--- config.mk ---
export PLATFORM = sky130hd
export DESIGN_NAME = software_timer_slot_table_flat
export DESIGN_NICKNAME = d
export VERILOG_FILES = /design/src/design/sttab_pkg.sv /design/src/design/sttab_if.sv /design/src/design/software_timer_slot_table.sv /design/src/design/sttab_mem.sv /design/src/design/sttab_ctrl.sv /design/src/flat_wrapper.sv
export SDC_FILE = /design/constraint.sdc
export NUM_CORES = 1
export LEC_CHECK = 0
export BUFFER_PORTS_ARGS = -buffer_cell sky130_fd_sc_hd__clkbuf_2
export CAP_MARGIN = 25
export CORE_MARGIN = 5
export CORE_UTILIZATION = 29
export DETAILED_ROUTE_END_ITERATION = 7
export SYNTH_ARGS = -nofsm -noshare
export SYNTH_HDL_FRONTEND = slang
export SYNTH_SLANG_ARGS = --single-unit
--- constraint.sdc ---
create_clock -name clk -period 12.9 [get_ports clk]
set_input_delay 3.87 -clock clk [delete_from_list [all_inputs] [get_ports clk]]
set_output_delay 3.87 -clock clk [all_outputs]
set_load 0.05 [all_outputs]
--- src/design/sttab_pkg.sv ---
// Package for the software timer slot table.
// Holds the slot entry type, action codes, scan state type and fixed limits.
// No dependencies.
`timescale 1ns / 1ps

package sttab_pkg;

    // Action codes carried in the action field of a command.
    localparam logic [2:0] ACT_TICK     = 3'd0;
    localparam logic [2:0] ACT_ADD      = 3'd1;
    localparam logic [2:0] ACT_KILL     = 3'd2;
    localparam logic [2:0] ACT_DISPATCH = 3'd3;
    localparam logic [2:0] ACT_QUERY    = 3'd4;
    localparam logic [2:0] ACT_READ     = 3'd5;

    // Most expired ids a single dispatch reports.
    localparam int MAX_RESULTS = 16;
    localparam int CNT_W       = $clog2(MAX_RESULTS + 1);

    typedef struct packed {
        logic [7:0]  ident;
        logic [15:0] count;
        logic [15:0] reload;
    } slot_t;

    typedef enum logic [1:0] {
        ST_IDLE,
        ST_SCAN,
        ST_DONE
    } state_t;

endpackage

--- src/design/sttab_if.sv ---
// Handshake interfaces for the software timer slot table.
// Command channel and response channel; no dependencies.
`timescale 1ns / 1ps

interface sttab_cmd_if;
    logic        valid;
    logic        ready;
    logic [2:0]  action;
    logic [7:0]  timer_id;
    logic [15:0] start_time;
    logic [1:0]  timer_type;
    logic [31:0] previous_tick;

    modport source (output valid, action, timer_id, start_time, timer_type, previous_tick,
                    input ready);
    modport sink   (input valid, action, timer_id, start_time, timer_type, previous_tick,
                    output ready);
endinterface

interface sttab_rsp_if;
    logic        valid;
    logic        ready;
    logic        success;
    logic        is_running;
    logic        expired_valid;
    logic [7:0]  expired_id;
    logic [31:0] tick_count;
    logic [31:0] elapsed;
    logic        last;

    modport source (output valid, success, is_running, expired_valid, expired_id,
                    tick_count, elapsed, last, input ready);
    modport sink   (input valid, success, is_running, expired_valid, expired_id,
                    tick_count, elapsed, last, output ready);
endinterface

--- src/design/software_timer_slot_table.sv ---
// Tick, add, kill, query and dispatch walk the slot table before their final transfer;
// read and unknown actions do not scan. A new command is accepted only in the idle state,
// after the last one has loaded its final response. The scan reads one slot per cycle
// through the single memory read port when not stalled, and that sets the rate.
// Dispatch may stall its scan while an expired id waits on the response channel.
// Reset: asynchronous, active low; all slots read as free at once through valid bits,
// so there is no clearing pass, and the tick counter and pending flag clear to zero.
`timescale 1ns / 1ps

// Top level of the software timer slot table.
// Instantiates the slot memory and the scan sequencer; uses sttab_pkg and sttab_if.sv.
module software_timer_slot_table #(
    parameter int SLOTS = 16
) (
    input  logic          clk,
    input  logic          rst_n,
    sttab_cmd_if.sink     cmd,
    sttab_rsp_if.source   rsp
);
    import sttab_pkg::*;

    // Slot index width; a one-slot table still gets a one-bit index.
    localparam int IDX_W = (SLOTS > 1) ? $clog2(SLOTS) : 1;

    // Every slot holds an id, a running count and a reload value. Each scanning command walks
    // the table from slot 0 upward: the memory is read one slot ahead while the current slot
    // is evaluated and written back, so in the walk no read meets a write to the same entry.
    logic [IDX_W-1:0] rd_addr;
    logic [IDX_W-1:0] wr_addr;
    logic             wr_en;
    slot_t            rd_data;
    slot_t            wr_data;

    // Add records the matching slot and the lowest free slot during the walk, then writes
    // the chosen one after the walk ends. Dispatch keeps one expired id in hand so that it
    // knows which result is the last one of the command.
    sttab_ctrl #(
        .SLOTS (SLOTS),
        .IDX_W (IDX_W)
    ) u_ctrl (
        .clk     (clk),
        .rst_n   (rst_n),
        .cmd     (cmd),
        .rsp     (rsp),
        .rd_addr (rd_addr),
        .rd_data (rd_data),
        .wr_en   (wr_en),
        .wr_addr (wr_addr),
        .wr_data (wr_data)
    );

    // Slot storage with a registered read port.
    sttab_mem #(
        .SLOTS (SLOTS),
        .IDX_W (IDX_W)
    ) u_mem (
        .clk     (clk),
        .rst_n   (rst_n),
        .rd_addr (rd_addr),
        .rd_data (rd_data),
        .wr_en   (wr_en),
        .wr_addr (wr_addr),
        .wr_data (wr_data)
    );

endmodule

--- src/design/sttab_mem.sv ---
// Slot memory: one write port, one registered read port.
// Per-entry valid bits make never-written entries read as a free slot. Uses sttab_pkg.
`timescale 1ns / 1ps

module sttab_mem #(
    parameter int SLOTS = 16,
    parameter int IDX_W = 4
) (
    input  logic              clk,
    input  logic              rst_n,
    input  logic [IDX_W-1:0]  rd_addr,
    output sttab_pkg::slot_t  rd_data,
    input  logic              wr_en,
    input  logic [IDX_W-1:0]  wr_addr,
    input  sttab_pkg::slot_t  wr_data
);
    import sttab_pkg::*;

    slot_t             slot_mem [SLOTS];
    slot_t             rd_data_reg;
    logic              rd_vld_reg;
    logic [SLOTS-1:0]  vld_reg;

    always_ff @(posedge clk)
    begin
        if (wr_en)
        begin
            slot_mem[wr_addr] <= wr_data;
        end
        rd_data_reg <= slot_mem[rd_addr];
    end

    always_ff @(posedge clk or negedge rst_n)
    begin
        if (!rst_n)
        begin
            vld_reg    <= '0;
            rd_vld_reg <= 1'b0;
        end
        else
        begin
            if (wr_en)
            begin
                vld_reg[wr_addr] <= 1'b1;
            end
            rd_vld_reg <= vld_reg[rd_addr];
        end
    end

    assign rd_data = rd_vld_reg ? rd_data_reg : '0;

endmodule

--- src/design/sttab_ctrl.sv ---
// Scan sequencer for the software timer slot table.
// Walks the slots one per cycle unless stalled, writes back, drives the response register.
// Uses sttab_pkg and the interfaces in sttab_if.sv.
`timescale 1ns / 1ps

module sttab_ctrl #(
    parameter int SLOTS = 16,
    parameter int IDX_W = 4
) (
    input  logic              clk,
    input  logic              rst_n,
    sttab_cmd_if.sink         cmd,
    sttab_rsp_if.source       rsp,
    output logic [IDX_W-1:0]  rd_addr,
    input  sttab_pkg::slot_t  rd_data,
    output logic              wr_en,
    output logic [IDX_W-1:0]  wr_addr,
    output sttab_pkg::slot_t  wr_data
);
    import sttab_pkg::*;

    localparam logic [IDX_W-1:0] LAST_IDX = IDX_W'(SLOTS - 1);

    state_t             state_reg, state_next;
    logic [IDX_W-1:0]   idx_reg;
    logic [2:0]         act_reg;
    logic [7:0]         id_reg;
    logic [15:0]        start_reg;
    logic [1:0]         type_reg;
    logic [31:0]        prev_reg;
    logic               en_reg;
    logic [31:0]        tick_reg;
    logic               pending_reg;
    logic               hit_reg, free_reg, found_reg, run_reg;
    logic [IDX_W-1:0]   hit_idx_reg, free_idx_reg;
    logic               held_vld_reg;
    logic [7:0]         held_id_reg;
    logic [CNT_W-1:0]   cnt_reg;

    logic               out_vld_reg;
    logic               out_success_reg, out_run_reg, out_ev_reg, out_last_reg;
    logic [7:0]         out_id_reg;
    logic [31:0]        out_tick_reg, out_elapsed_reg;

    logic               accept, out_free, in_scan;
    logic               ident_match, expired, live;
    logic               cap, stall, last_slot, scan_end, push, done_load;
    logic               add_ok, start_en;
    logic               fin_success, fin_run, fin_ev;
    logic [7:0]         fin_id;
    logic [31:0]        fin_elapsed;

    assign accept    = cmd.valid && cmd.ready;
    assign out_free  = !out_vld_reg || rsp.ready;
    assign in_scan   = (state_reg == ST_SCAN);

    // Per-slot conditions on the entry whose read data is present this cycle.
    assign ident_match = en_reg && (rd_data.ident == id_reg);
    assign expired     = en_reg && (rd_data.ident != 8'd0) && (rd_data.count == 16'd0);
    assign live        = (rd_data.ident != 8'd0) && (rd_data.count != 16'd0);
    assign last_slot   = (idx_reg == LAST_IDX);
    assign add_ok      = en_reg && (hit_reg || free_reg);

    // Dispatch stops at the result cap, and holds the scan while an older id waits for
    // the response register.
    assign cap   = in_scan && (act_reg == ACT_DISPATCH) && expired &&
                   (cnt_reg == CNT_W'(MAX_RESULTS));
    assign stall = in_scan && (act_reg == ACT_DISPATCH) && expired && !cap &&
                   held_vld_reg && !out_free;
    assign scan_end  = cap || (last_slot && !stall);
    assign push      = in_scan && (act_reg == ACT_DISPATCH) && expired && !cap && !stall &&
                       held_vld_reg;
    assign done_load = (state_reg == ST_DONE) && out_free;

    always_comb
    begin
        unique case (cmd.action)
            ACT_TICK:               start_en = 1'b1;
            ACT_ADD:                start_en = (cmd.timer_id != 8'd0) && !cmd.timer_type[1];
            ACT_KILL, ACT_QUERY:    start_en = (cmd.timer_id != 8'd0);
            ACT_DISPATCH:           start_en = pending_reg;
            default:                start_en = 1'b0;
        endcase
    end

    // Next state.
    always_comb
    begin
        state_next = state_reg;
        unique case (state_reg)
            ST_IDLE:
            begin
                if (cmd.valid)
                begin
                    state_next = (cmd.action <= ACT_QUERY) ? ST_SCAN : ST_DONE;
                end
            end
            ST_SCAN:
            begin
                if (scan_end)
                begin
                    state_next = ST_DONE;
                end
            end
            ST_DONE:
            begin
                if (out_free)
                begin
                    state_next = ST_IDLE;
                end
            end
            default: state_next = ST_IDLE;
        endcase
    end

    // Memory access and write-back.
    always_comb
    begin
        rd_addr = '0;
        wr_en   = 1'b0;
        wr_addr = idx_reg;
        wr_data = rd_data;
        unique case (state_reg)
            ST_SCAN:
            begin
                if (stall)
                begin
                    rd_addr = idx_reg;
                end
                else if (!last_slot)
                begin
                    rd_addr = IDX_W'(idx_reg + 1'b1);
                end
                unique case (act_reg)
                    ACT_TICK:
                    begin
                        if (live)
                        begin
                            wr_en         = 1'b1;
                            wr_data.count = rd_data.count - 16'd1;
                        end
                    end
                    ACT_KILL:
                    begin
                        if (ident_match && !found_reg)
                        begin
                            wr_en   = 1'b1;
                            wr_data = '0;
                        end
                    end
                    ACT_DISPATCH:
                    begin
                        if (expired && !cap && !stall)
                        begin
                            wr_en = 1'b1;
                            if (rd_data.reload != 16'd0)
                            begin
                                wr_data.count = rd_data.reload;
                            end
                            else
                            begin
                                wr_data = '0;
                            end
                        end
                    end
                    default:
                    begin
                    end
                endcase
            end
            ST_DONE:
            begin
                if ((act_reg == ACT_ADD) && add_ok)
                begin
                    wr_en          = 1'b1;
                    wr_addr        = hit_reg ? hit_idx_reg : free_idx_reg;
                    wr_data.ident  = id_reg;
                    wr_data.count  = start_reg;
                    wr_data.reload = type_reg[0] ? start_reg : 16'd0;
                end
            end
            default:
            begin
            end
        endcase
    end

    // Final result of the item.
    always_comb
    begin
        fin_success = 1'b0;
        fin_run     = 1'b0;
        fin_ev      = 1'b0;
        fin_id      = 8'd0;
        fin_elapsed = 32'd0;
        unique case (act_reg)
            ACT_TICK:     fin_success = 1'b1;
            ACT_ADD:      fin_success = add_ok;
            ACT_KILL:     fin_success = found_reg;
            ACT_DISPATCH:
            begin
                fin_success = 1'b1;
                fin_ev      = held_vld_reg;
                fin_id      = held_vld_reg ? held_id_reg : 8'd0;
            end
            ACT_QUERY:
            begin
                fin_success = 1'b1;
                fin_run     = run_reg;
            end
            ACT_READ:
            begin
                fin_success = 1'b1;
                fin_elapsed = tick_reg - prev_reg;
            end
            default:
            begin
            end
        endcase
    end

    always_ff @(posedge clk or negedge rst_n)
    begin
        if (!rst_n)
        begin
            state_reg    <= ST_IDLE;
            tick_reg     <= 32'd0;
            pending_reg  <= 1'b0;
            out_vld_reg  <= 1'b0;
            idx_reg      <= '0;
            act_reg      <= ACT_TICK;
            en_reg       <= 1'b0;
            hit_reg      <= 1'b0;
            free_reg     <= 1'b0;
            found_reg    <= 1'b0;
            run_reg      <= 1'b0;
            held_vld_reg <= 1'b0;
            cnt_reg      <= '0;
        end
        else
        begin
            state_reg <= state_next;

            if (accept)
            begin
                idx_reg      <= '0;
                act_reg      <= cmd.action;
                en_reg       <= start_en;
                hit_reg      <= 1'b0;
                free_reg     <= 1'b0;
                found_reg    <= 1'b0;
                run_reg      <= 1'b0;
                held_vld_reg <= 1'b0;
                cnt_reg      <= '0;
                if (cmd.action == ACT_TICK)
                begin
                    tick_reg <= tick_reg + 32'd1;
                end
                if (cmd.action == ACT_DISPATCH)
                begin
                    pending_reg <= 1'b0;
                end
            end
            else if (in_scan)
            begin
                if (!stall && !cap)
                begin
                    idx_reg <= IDX_W'(idx_reg + 1'b1);
                end
                unique case (act_reg)
                    ACT_TICK:
                    begin
                        if (live && (rd_data.count == 16'd1))
                        begin
                            pending_reg <= 1'b1;
                        end
                    end
                    ACT_ADD:
                    begin
                        if (ident_match && !hit_reg)
                        begin
                            hit_reg <= 1'b1;
                        end
                        if (rd_data.ident == 8'd0 && !free_reg)
                        begin
                            free_reg <= 1'b1;
                        end
                    end
                    ACT_KILL:
                    begin
                        if (ident_match)
                        begin
                            found_reg <= 1'b1;
                        end
                    end
                    ACT_QUERY:
                    begin
                        if (ident_match && !found_reg)
                        begin
                            found_reg <= 1'b1;
                            run_reg   <= (rd_data.count != 16'd0);
                        end
                    end
                    ACT_DISPATCH:
                    begin
                        if (cap)
                        begin
                            pending_reg <= 1'b1;
                        end
                        else if (expired && !stall)
                        begin
                            held_vld_reg <= 1'b1;
                            cnt_reg      <= CNT_W'(cnt_reg + 1'b1);
                        end
                    end
                    default:
                    begin
                    end
                endcase
            end

            if (push || done_load)
            begin
                out_vld_reg <= 1'b1;
            end
            else if (rsp.ready)
            begin
                out_vld_reg <= 1'b0;
            end
        end
    end

    // Payload registers.
    always_ff @(posedge clk)
    begin
        if (accept)
        begin
            id_reg    <= cmd.timer_id;
            start_reg <= cmd.start_time;
            type_reg  <= cmd.timer_type;
            prev_reg  <= cmd.previous_tick;
        end
        if (in_scan && (act_reg == ACT_ADD))
        begin
            if (ident_match && !hit_reg)
            begin
                hit_idx_reg <= idx_reg;
            end
            if (rd_data.ident == 8'd0 && !free_reg)
            begin
                free_idx_reg <= idx_reg;
            end
        end
        if (in_scan && (act_reg == ACT_DISPATCH) && expired && !cap && !stall)
        begin
            held_id_reg <= rd_data.ident;
        end

        if (push)
        begin
            out_success_reg <= 1'b1;
            out_run_reg     <= 1'b0;
            out_ev_reg      <= 1'b1;
            out_id_reg      <= held_id_reg;
            out_tick_reg    <= tick_reg;
            out_elapsed_reg <= 32'd0;
            out_last_reg    <= 1'b0;
        end
        else if (done_load)
        begin
            out_success_reg <= fin_success;
            out_run_reg     <= fin_run;
            out_ev_reg      <= fin_ev;
            out_id_reg      <= fin_id;
            out_tick_reg    <= tick_reg;
            out_elapsed_reg <= fin_elapsed;
            out_last_reg    <= 1'b1;
        end
    end

    assign cmd.ready         = (state_reg == ST_IDLE);
    assign rsp.valid         = out_vld_reg;
    assign rsp.success       = out_success_reg;
    assign rsp.is_running    = out_run_reg;
    assign rsp.expired_valid = out_ev_reg;
    assign rsp.expired_id    = out_id_reg;
    assign rsp.tick_count    = out_tick_reg;
    assign rsp.elapsed       = out_elapsed_reg;
    assign rsp.last          = out_last_reg;

endmodule
--- src/flat_wrapper.sv ---
// flat-port wrapper written by rule: the top's interface ports become plain ports
module software_timer_slot_table_flat import sttab_pkg::*;
#(
    parameter int SLOTS = 16
)
  (clk, rst_n, cmd_valid, cmd_action, cmd_timer_id, cmd_start_time, cmd_timer_type, cmd_previous_tick, cmd_ready, rsp_valid, rsp_success, rsp_is_running, rsp_expired_valid, rsp_expired_id, rsp_tick_count, rsp_elapsed, rsp_last, rsp_ready);
  sttab_cmd_if cmd_i ();
  sttab_rsp_if rsp_i ();
  input  logic clk;
  input  logic rst_n;
  input wire logic [$bits(cmd_i.valid)-1:0] cmd_valid;
  input wire logic [$bits(cmd_i.action)-1:0] cmd_action;
  input wire logic [$bits(cmd_i.timer_id)-1:0] cmd_timer_id;
  input wire logic [$bits(cmd_i.start_time)-1:0] cmd_start_time;
  input wire logic [$bits(cmd_i.timer_type)-1:0] cmd_timer_type;
  input wire logic [$bits(cmd_i.previous_tick)-1:0] cmd_previous_tick;
  output wire logic [$bits(cmd_i.ready)-1:0] cmd_ready;
  output wire logic [$bits(rsp_i.valid)-1:0] rsp_valid;
  output wire logic [$bits(rsp_i.success)-1:0] rsp_success;
  output wire logic [$bits(rsp_i.is_running)-1:0] rsp_is_running;
  output wire logic [$bits(rsp_i.expired_valid)-1:0] rsp_expired_valid;
  output wire logic [$bits(rsp_i.expired_id)-1:0] rsp_expired_id;
  output wire logic [$bits(rsp_i.tick_count)-1:0] rsp_tick_count;
  output wire logic [$bits(rsp_i.elapsed)-1:0] rsp_elapsed;
  output wire logic [$bits(rsp_i.last)-1:0] rsp_last;
  input wire logic [$bits(rsp_i.ready)-1:0] rsp_ready;
  assign cmd_i.valid = cmd_valid;
  assign cmd_i.action = cmd_action;
  assign cmd_i.timer_id = cmd_timer_id;
  assign cmd_i.start_time = cmd_start_time;
  assign cmd_i.timer_type = cmd_timer_type;
  assign cmd_i.previous_tick = cmd_previous_tick;
  assign cmd_ready = cmd_i.ready;
  assign rsp_valid = rsp_i.valid;
  assign rsp_success = rsp_i.success;
  assign rsp_is_running = rsp_i.is_running;
  assign rsp_expired_valid = rsp_i.expired_valid;
  assign rsp_expired_id = rsp_i.expired_id;
  assign rsp_tick_count = rsp_i.tick_count;
  assign rsp_elapsed = rsp_i.elapsed;
  assign rsp_last = rsp_i.last;
  assign rsp_i.ready = rsp_ready;
  software_timer_slot_table #(.SLOTS(SLOTS)) u_core (.clk(clk), .rst_n(rst_n), .cmd(cmd_i), .rsp(rsp_i));
endmodule
======== Word level (Yosys, flattened, before mapping) ========
Memories as Yosys holds them, arrays and structs flattened. A register that Yosys moved wholly into a read port is not among the register bits.
Cells that the tools add are included.
storage, ports and cells
  memories kept ........................... 1
  output and inout bits ................... 78
  input bits .............................. 65
  flip-flop bits (word level) ............. 220
  logic and storage cells ................. 223
  bits in writable memories ............... 640
operators by class
  bitwise logic cells ..................... 1
  mux-type cells .......................... 84
  equality and inequality tests ........... 24
  reductions and logical operators ........ 75
  add/subtract/negate cells ............... 5
  magnitude comparators ................... 4
memory list
  memory                 depth  bits a word  read ports  clocked after Yosys merged registers in  write ports  line             source
  u_core.u_mem.slot_mem  16     40           1           1                                        1            sttab_mem.sv:19  slot_t slot_mem [SLOTS];
operators by type and width
  kind                     count
  $mux W40                 4
  $mux W32                 3
  $pmux W40 S2             1
  $mux W16                 3
  $pmux W16 S3             1
  $mux W8                  5
  $mux W1                  38
  $mux W4                  9
  $add A32 B1 Y32 const B  1
  $pmux W16 S2             1
  $reduce_bool A16 Y1      2
  $sub A32 B32 Y32         1
  $logic_and A1 B1 Y1      28
  $mux W5                  5
  $reduce_bool A2 Y1       11
  $eq A16 B1 Y1 const B    1
  $logic_not A16 Y1        1
  $or A16 B16 Y16          1
  $pmux W8 S2              1
  $reduce_bool A8 Y1       2
  $sub A16 B1 Y16 const B  1
  $eq A3 B2 Y1 const B     4
  $ne A3 B3 Y1 const B     4
  $reduce_and A3 Y1        4
  other kinds (32)         61

======== Logic depth before layout (Yosys ltp) ========
  word-level depth ........................ 17
  gate-level depth with buffers ........... 16
  gate-level depth less buffers ........... 12

======== Modules after synthesis ========
From an unflattened synthesis, not the netlist that was laid out.
unflattened totals
  cell total of the unflattened synthesis .. 2206
  area total of the unflattened synthesis .. 36635.1 sq um
by module, submodules not included
  module      instances  cells each  seq. area each (sq um)  area each (sq um)
  sttab_mem   1          1126        20444.6                 25659.6
  sttab_ctrl  1          1080        5465.2                  10975.5

======== Worst setup path after synthesis ========
Ideal clock, no wire load.
  path type ............................... input to register
  start point ............................. in rsp_ready
  end point ............................... mem u_core.u_mem.slot_mem[13][0] (netlist name) (enable)
  arrival time ............................ 7.759 ns
  slack ................................... 4.654 ns
  stages .................................. 8
  cell sequence ........................... and3b_1 o21ai_0 and3_1 nand3_1 a21oi_1 o21a_1 o21ai_1 nor3_1
on the way
  longest elaborated chain between the ends .. 10
ends and longest elaborated chain
  item                           line                source
  from (decl)                    flat_wrapper.sv:26  input wire logic [$bits(rsp_i.ready)-1:0] rsp_ready;
  $logic_or A1 B1 Y1             sttab_ctrl.sv:54    assign out_free = !out_vld_reg || rsp.ready;
  $logic_not A1 Y1               sttab_ctrl.sv:69    held_vld_reg && !out_free;
  $logic_and A1 B1 Y1            sttab_ctrl.sv:69
  $logic_not A1 Y1               sttab_ctrl.sv:153   if (expired && !cap && !stall)
  $logic_and A1 B1 Y1            sttab_ctrl.sv:153
  $mux W1                        sttab_ctrl.sv:153
  $pmux W1 S3                    sttab_ctrl.sv:134   unique case (act_reg)
  $pmux W1 S2                    sttab_ctrl.sv:123   unique case (state_reg)
  $mux W1                        sttab_mem.sv:26     if (wr_en)
  $mux W1 (not written as such)  sttab_mem.sv:28     slot_mem[wr_addr] <= wr_data;
  to (decl)                      sttab_mem.sv:19
Every way passes these cells.

======== Worst setup path in the final report ========
  start point ............................. in rsp_ready
  end point ............................... reg u_core.u_mem.rd_data_reg[13] (netlist name)
on the way
  longest elaborated chain between the ends .. 5
ends and longest elaborated chain
  item                 line               source
  $logic_or A1 B1 Y1   sttab_ctrl.sv:54
  $logic_not A1 Y1     sttab_ctrl.sv:69
  $logic_and A1 B1 Y1  sttab_ctrl.sv:69
  $mux W4              sttab_ctrl.sv:126  if (stall)
  $mux W4              sttab_ctrl.sv:123
Every way passes these cells.
A chain may end at the register's enable or synchronous reset.

==> metrics list <==
- Max clock buf depth: 3
* Layout Area Growth over Synthesis: 15.7%
- The share of synthesized area in the top cell type comes to 0.597.
- Number of enable flip-flop cells after synthesis: 753
* Total leakage power: 15.1 nW
* Vertical extent of the die: 371 µm
- The congestion estimate from routability-driven global placement came to 0.911.
- Of the total power, the share spent switching nets is 0.350.
* Number of nets produced by synthesis: 2,925
- In this run the core area contains 132 standard-cell rows.
* Setup skew after layout: 0.0488 ns
- Flip-flop count of the largest register, all copies and words added: 640
* Clock transition at the registers of the reported paths: 0.07 ns
* Post-route DRC violation count: 0
- Number of port buffers: 142
- Clock network power share: 0.310
* Num CTS Buffers: 89
* Synthesized netlist cell count: 2,818
- MaxCap Viol Count: 0
- Dividing the detail-routed via count by the number of cells gives 5.29.
- Latest clock arrival within the worst-skew pair: 0.69 ns
- Arrival time of the worst setup path: 8.00 ns
- Relative contribution of sequential cells to total power: 0.429
- Routed Wire Length: 106,000 µm
* Max Fclk: 136 MHz
- Number of distinct standard cells referenced by the synthesized netlist: 77
* Worst Max-Slew Pin Slew: 1.19 ns
- DRT met1 WL: 47,100 µm
* Die footprint: 138,000 µm²
* Place WS: 4.94 ns
* Cell seen most often among critical-path stages: buf_4
* Number of levels the H-tree was split into: 3
- Master cell of the clock root buffer: clkbuf_16
- Hold-fix buffer count after cts: 0
- Counting flops with an async set or reset pin after synthesis yields a share of 0.0789.
- Setup violations remaining at the end of the flow were counted as 0.
- HP Class: register to register
* TritonCTS clock tree: done
- Worst ir drop on vdd: 0.000136 V
* Ordered cell list for the critical path: clkbuf_2 > and3b_1 > nand3b_1 > or4_1 > mux2i_4 > buf_4 > buf_4 > buf_4 > nand3_1 > a21oi_1 > or4_1 > a211o_1
- Initial antenna violation count: 1
- Total of flip-flops plus latches after synthesis: 900
- Peak per-stage delay on the critical path: 0.72 ns
- Worst relative slew slack: 0.208
- Of the cells placed in the final design, the portion with a size suffix greater than 1 is 0.155.
- Cell internal power was estimated by the tool at 5.50 mW.
* Top sig layer: met4
* Detailed-route via count: 25,251
- Pin placement for this block handled 143 I/O pins.
- GR Overflow Total: 0
- Endpoint type of the worst setup path: register
- Final Hold Viols: 0
* CTS-repair resized insts: 0
- Min Tclk post-route: 7.37 ns
* Sw power: 2.96 mW
- Yosys synthesis warning count: 0
- Status: complete, no violations
* Part of the total power dissipated in combinational logic: 0.260
- Of all cell types, the one taking the most synthesized area is edfxtp_1.
- The filler cells instantiated in the layout total 12,593.
* Final HPWL DP: 60,700 µm
- Unrepaired setup endpoints after global routing: no
* WL met3: 9780 µm
- Entering global routing, the biggest net connects 90 pins.
- Average detailed-routed wire length per instance: 22.2 µm
- Wire segments on met2 add up to 46,800 µm in the final route.
* Data required time of the critical path: 13.53 ns
* Vias in the first global route: 23,847
* Layout Nets: 3,066
- GRT Resource Usage Total: 0.149
- Total number of clock tree sinks: 900
* Cell Area, Synth: 37,900 µm²
- Sum of negative setup slack: 0 ns
- Sequential cell area fraction in the yosys report: 0.684
- The first global-routing pass estimated 156,000 µm of wire.
* Mean Syn Cell Area: 13.4 µm²
- Final period util: 0.572
- Number of setup buffers added after CTS: 0
- Slowest-stage cell, CP: buf_4
* 1st-pass router iterations: 6
- WHS: 0.437 ns
* Chip width: 371 µm
- Startpoint type of the worst setup path: input port
- For this configuration, the core starts out at a cell density of 0.292.
- The setup path with the least slack is of type input port to register.
- CORE AREA: 130,000 µm²
- The first routing iteration left 2,695 violations.
- Power density of the placed cells: 193 nW/µm²
- Crit Path Max Fanout: 61
- Post-DRT Antenna Nets: 0
- Among all flip-flop cells after synthesis, the most frequent one is edfxtp_1.
* Post-layout worst setup margin: 5.53 ns
- The final number of max-transition violations was 0.
* Largest cells by area after synthesis: edfxtp_1, dfrtp_1, dfxtp_1
==> cell usage in the layout (no fill, tap or decap), types with 23 or more instances in the layout <==
master | netlist | layout
xor2_1 | 29 | 29
buf_4 | 2 | 80
o21ai_1 | 80 | 80
o21ai_0 | 165 | 165
or4_1 | 43 | 43
a211o_1 | 43 | 43
nor2_1 | 105 | 105
nand2_1 | 163 | 159
mux2i_1 | 90 | 89
a31oi_1 | 32 | 32
dfrtp_1 | 71 | 70
edfxtp_1 | 753 | 753
xnor2_1 | 38 | 38
ha_1 | 41 | 40
and3_1 | 23 | 23
inv_1 | 72 | 69
clkbuf_16 | 0 | 91
mux4_2 | 42 | 42
dfxtp_1 | 76 | 76
o22ai_1 | 62 | 62
nor3_1 | 40 | 23
a21oi_1 | 230 | 229
nand3_1 | 207 | 204
clkbuf_2 | 0 | 141
==> cell type report <==
type | count | area, µm² | share of cell area
Timing Repair Buffer | 227 | 1430 | 0.0326
Tap cell | 1742 | 2180 | 0.0498
Multi-Input combinational cell | 1669 | 11100 | 0.252
Inverter | 72 | 274 | 0.00626
Clock inverter | 47 | 513 | 0.0117
Clock buffer | 119 | 2440 | 0.0558
Antenna cell | 1 | 2.50 | 0.0000571
Sequential cell | 900 | 25900 | 0.591
==> kinds of logic after synthesis <==
logic type | count (synthesis) | share of synthesized area
DFF | 900 | 0.684
AOI/OAI and AO/OA | 749 | 0.119
and+or+nand+nor | 673 | 0.0880
buffers and inverters | 249 | 0.0283
muxes | 138 | 0.0507
xor gates and xnor gates | 67 | 0.0155
adders and majority gates | 42 | 0.0141
==> worst paths after layout <==
check | startpoint | end | slack (ns) | depth (start not counted)
max | rsp_ready | u_core.u_mem.rd_data_reg[13] | 5.53 | 12
min | u_core.u_ctrl.rsp.is_running | u_core.u_ctrl.rsp.is_running | 0.44 | 2
max reg2reg | u_core.u_mem.rd_vld_reg | u_core.u_mem.rd_data_reg[13] | 7.16 | 14
min reg2reg | u_core.u_ctrl.rsp.is_running | u_core.u_ctrl.rsp.is_running | 0.44 | 2
max in group asynchronous | rst_n | u_core.u_ctrl.tick_reg[9] | 9.26 | 2
min in group asynchronous | rst_n | u_core.u_ctrl.tick_reg[25] | 3.04 | 1
==> worst max-delay path, delay by kind of cell <==
kind                   cells  cell delay (ns)
AO/OA/AOI/OAI              2             0.28
buffers and inverters      4             2.02
multiplexers               1             0.22
AND/OR/NAND/NOR            5             1.52
==> stage by stage <==
step | power (mW) | cell area [µm²] | instances | utilization
finish | 8.45 | 43800 | 4777 | 0.338
floorplan | 5.12 | 37900 | 2818 | -
global placement | 5.80 | 40600 | 4584 | 0.313
detailed placement | 5.85 | 40700 | 4596 | 0.314
CTS | 8.47 | 43700 | 4762 | 0.337
global route | 8.80 | 43800 | 4776 | 0.338
==> power by group through the flow <==
stage | Clock [mW] | Sequential (mW) | Combinational, mW
6_report | 2.62 | 3.63 | 2.20
2_1_floorplan | 0 | 3.87 | 1.25
3_3_place_gp | 0 | 3.68 | 2.12
5_1_grt | 2.80 | 3.64 | 2.35
3_5_place_dp | 0 | 3.68 | 2.16
4_1_cts | 2.67 | 3.62 | 2.17
==> synth_stat cells, types with 6 or more instances <==
cell      count
a211o_1      43
a21o_1       17
a21oi_1     230
a221oi_1      9
a31o_2       19
a31oi_1      32
a32o_1       12
and2_1        8
and3_1       23
buf_1        19
buf_2        18
buf_6        14
clkbuf_1    124
dfrtp_1      71
dfxtp_1      76
edfxtp_1    753
ha_1         41
inv_1        72
mux2i_1      90
mux4_2       42
nand2_1     163
nand2b_1      7
nand3_1     207
nand4_1      21
nor2_1      105
nor3_1       40
nor4_1       15
o211ai_1      6
o21a_1       15
o21ai_0     165
o21ai_1      80
o22ai_1      62
o31ai_1       8
or3_1        15
or4_1        43
xnor2_1      38
xor2_1       29
==> per-layer routing <==
metal  vias up  track usage
met4         0       0.0374
met5         -            0
met1     12694        0.216
met3       167       0.0310
li1      11165            -
met2      1225        0.227
(Power assumes the default switching activity.)
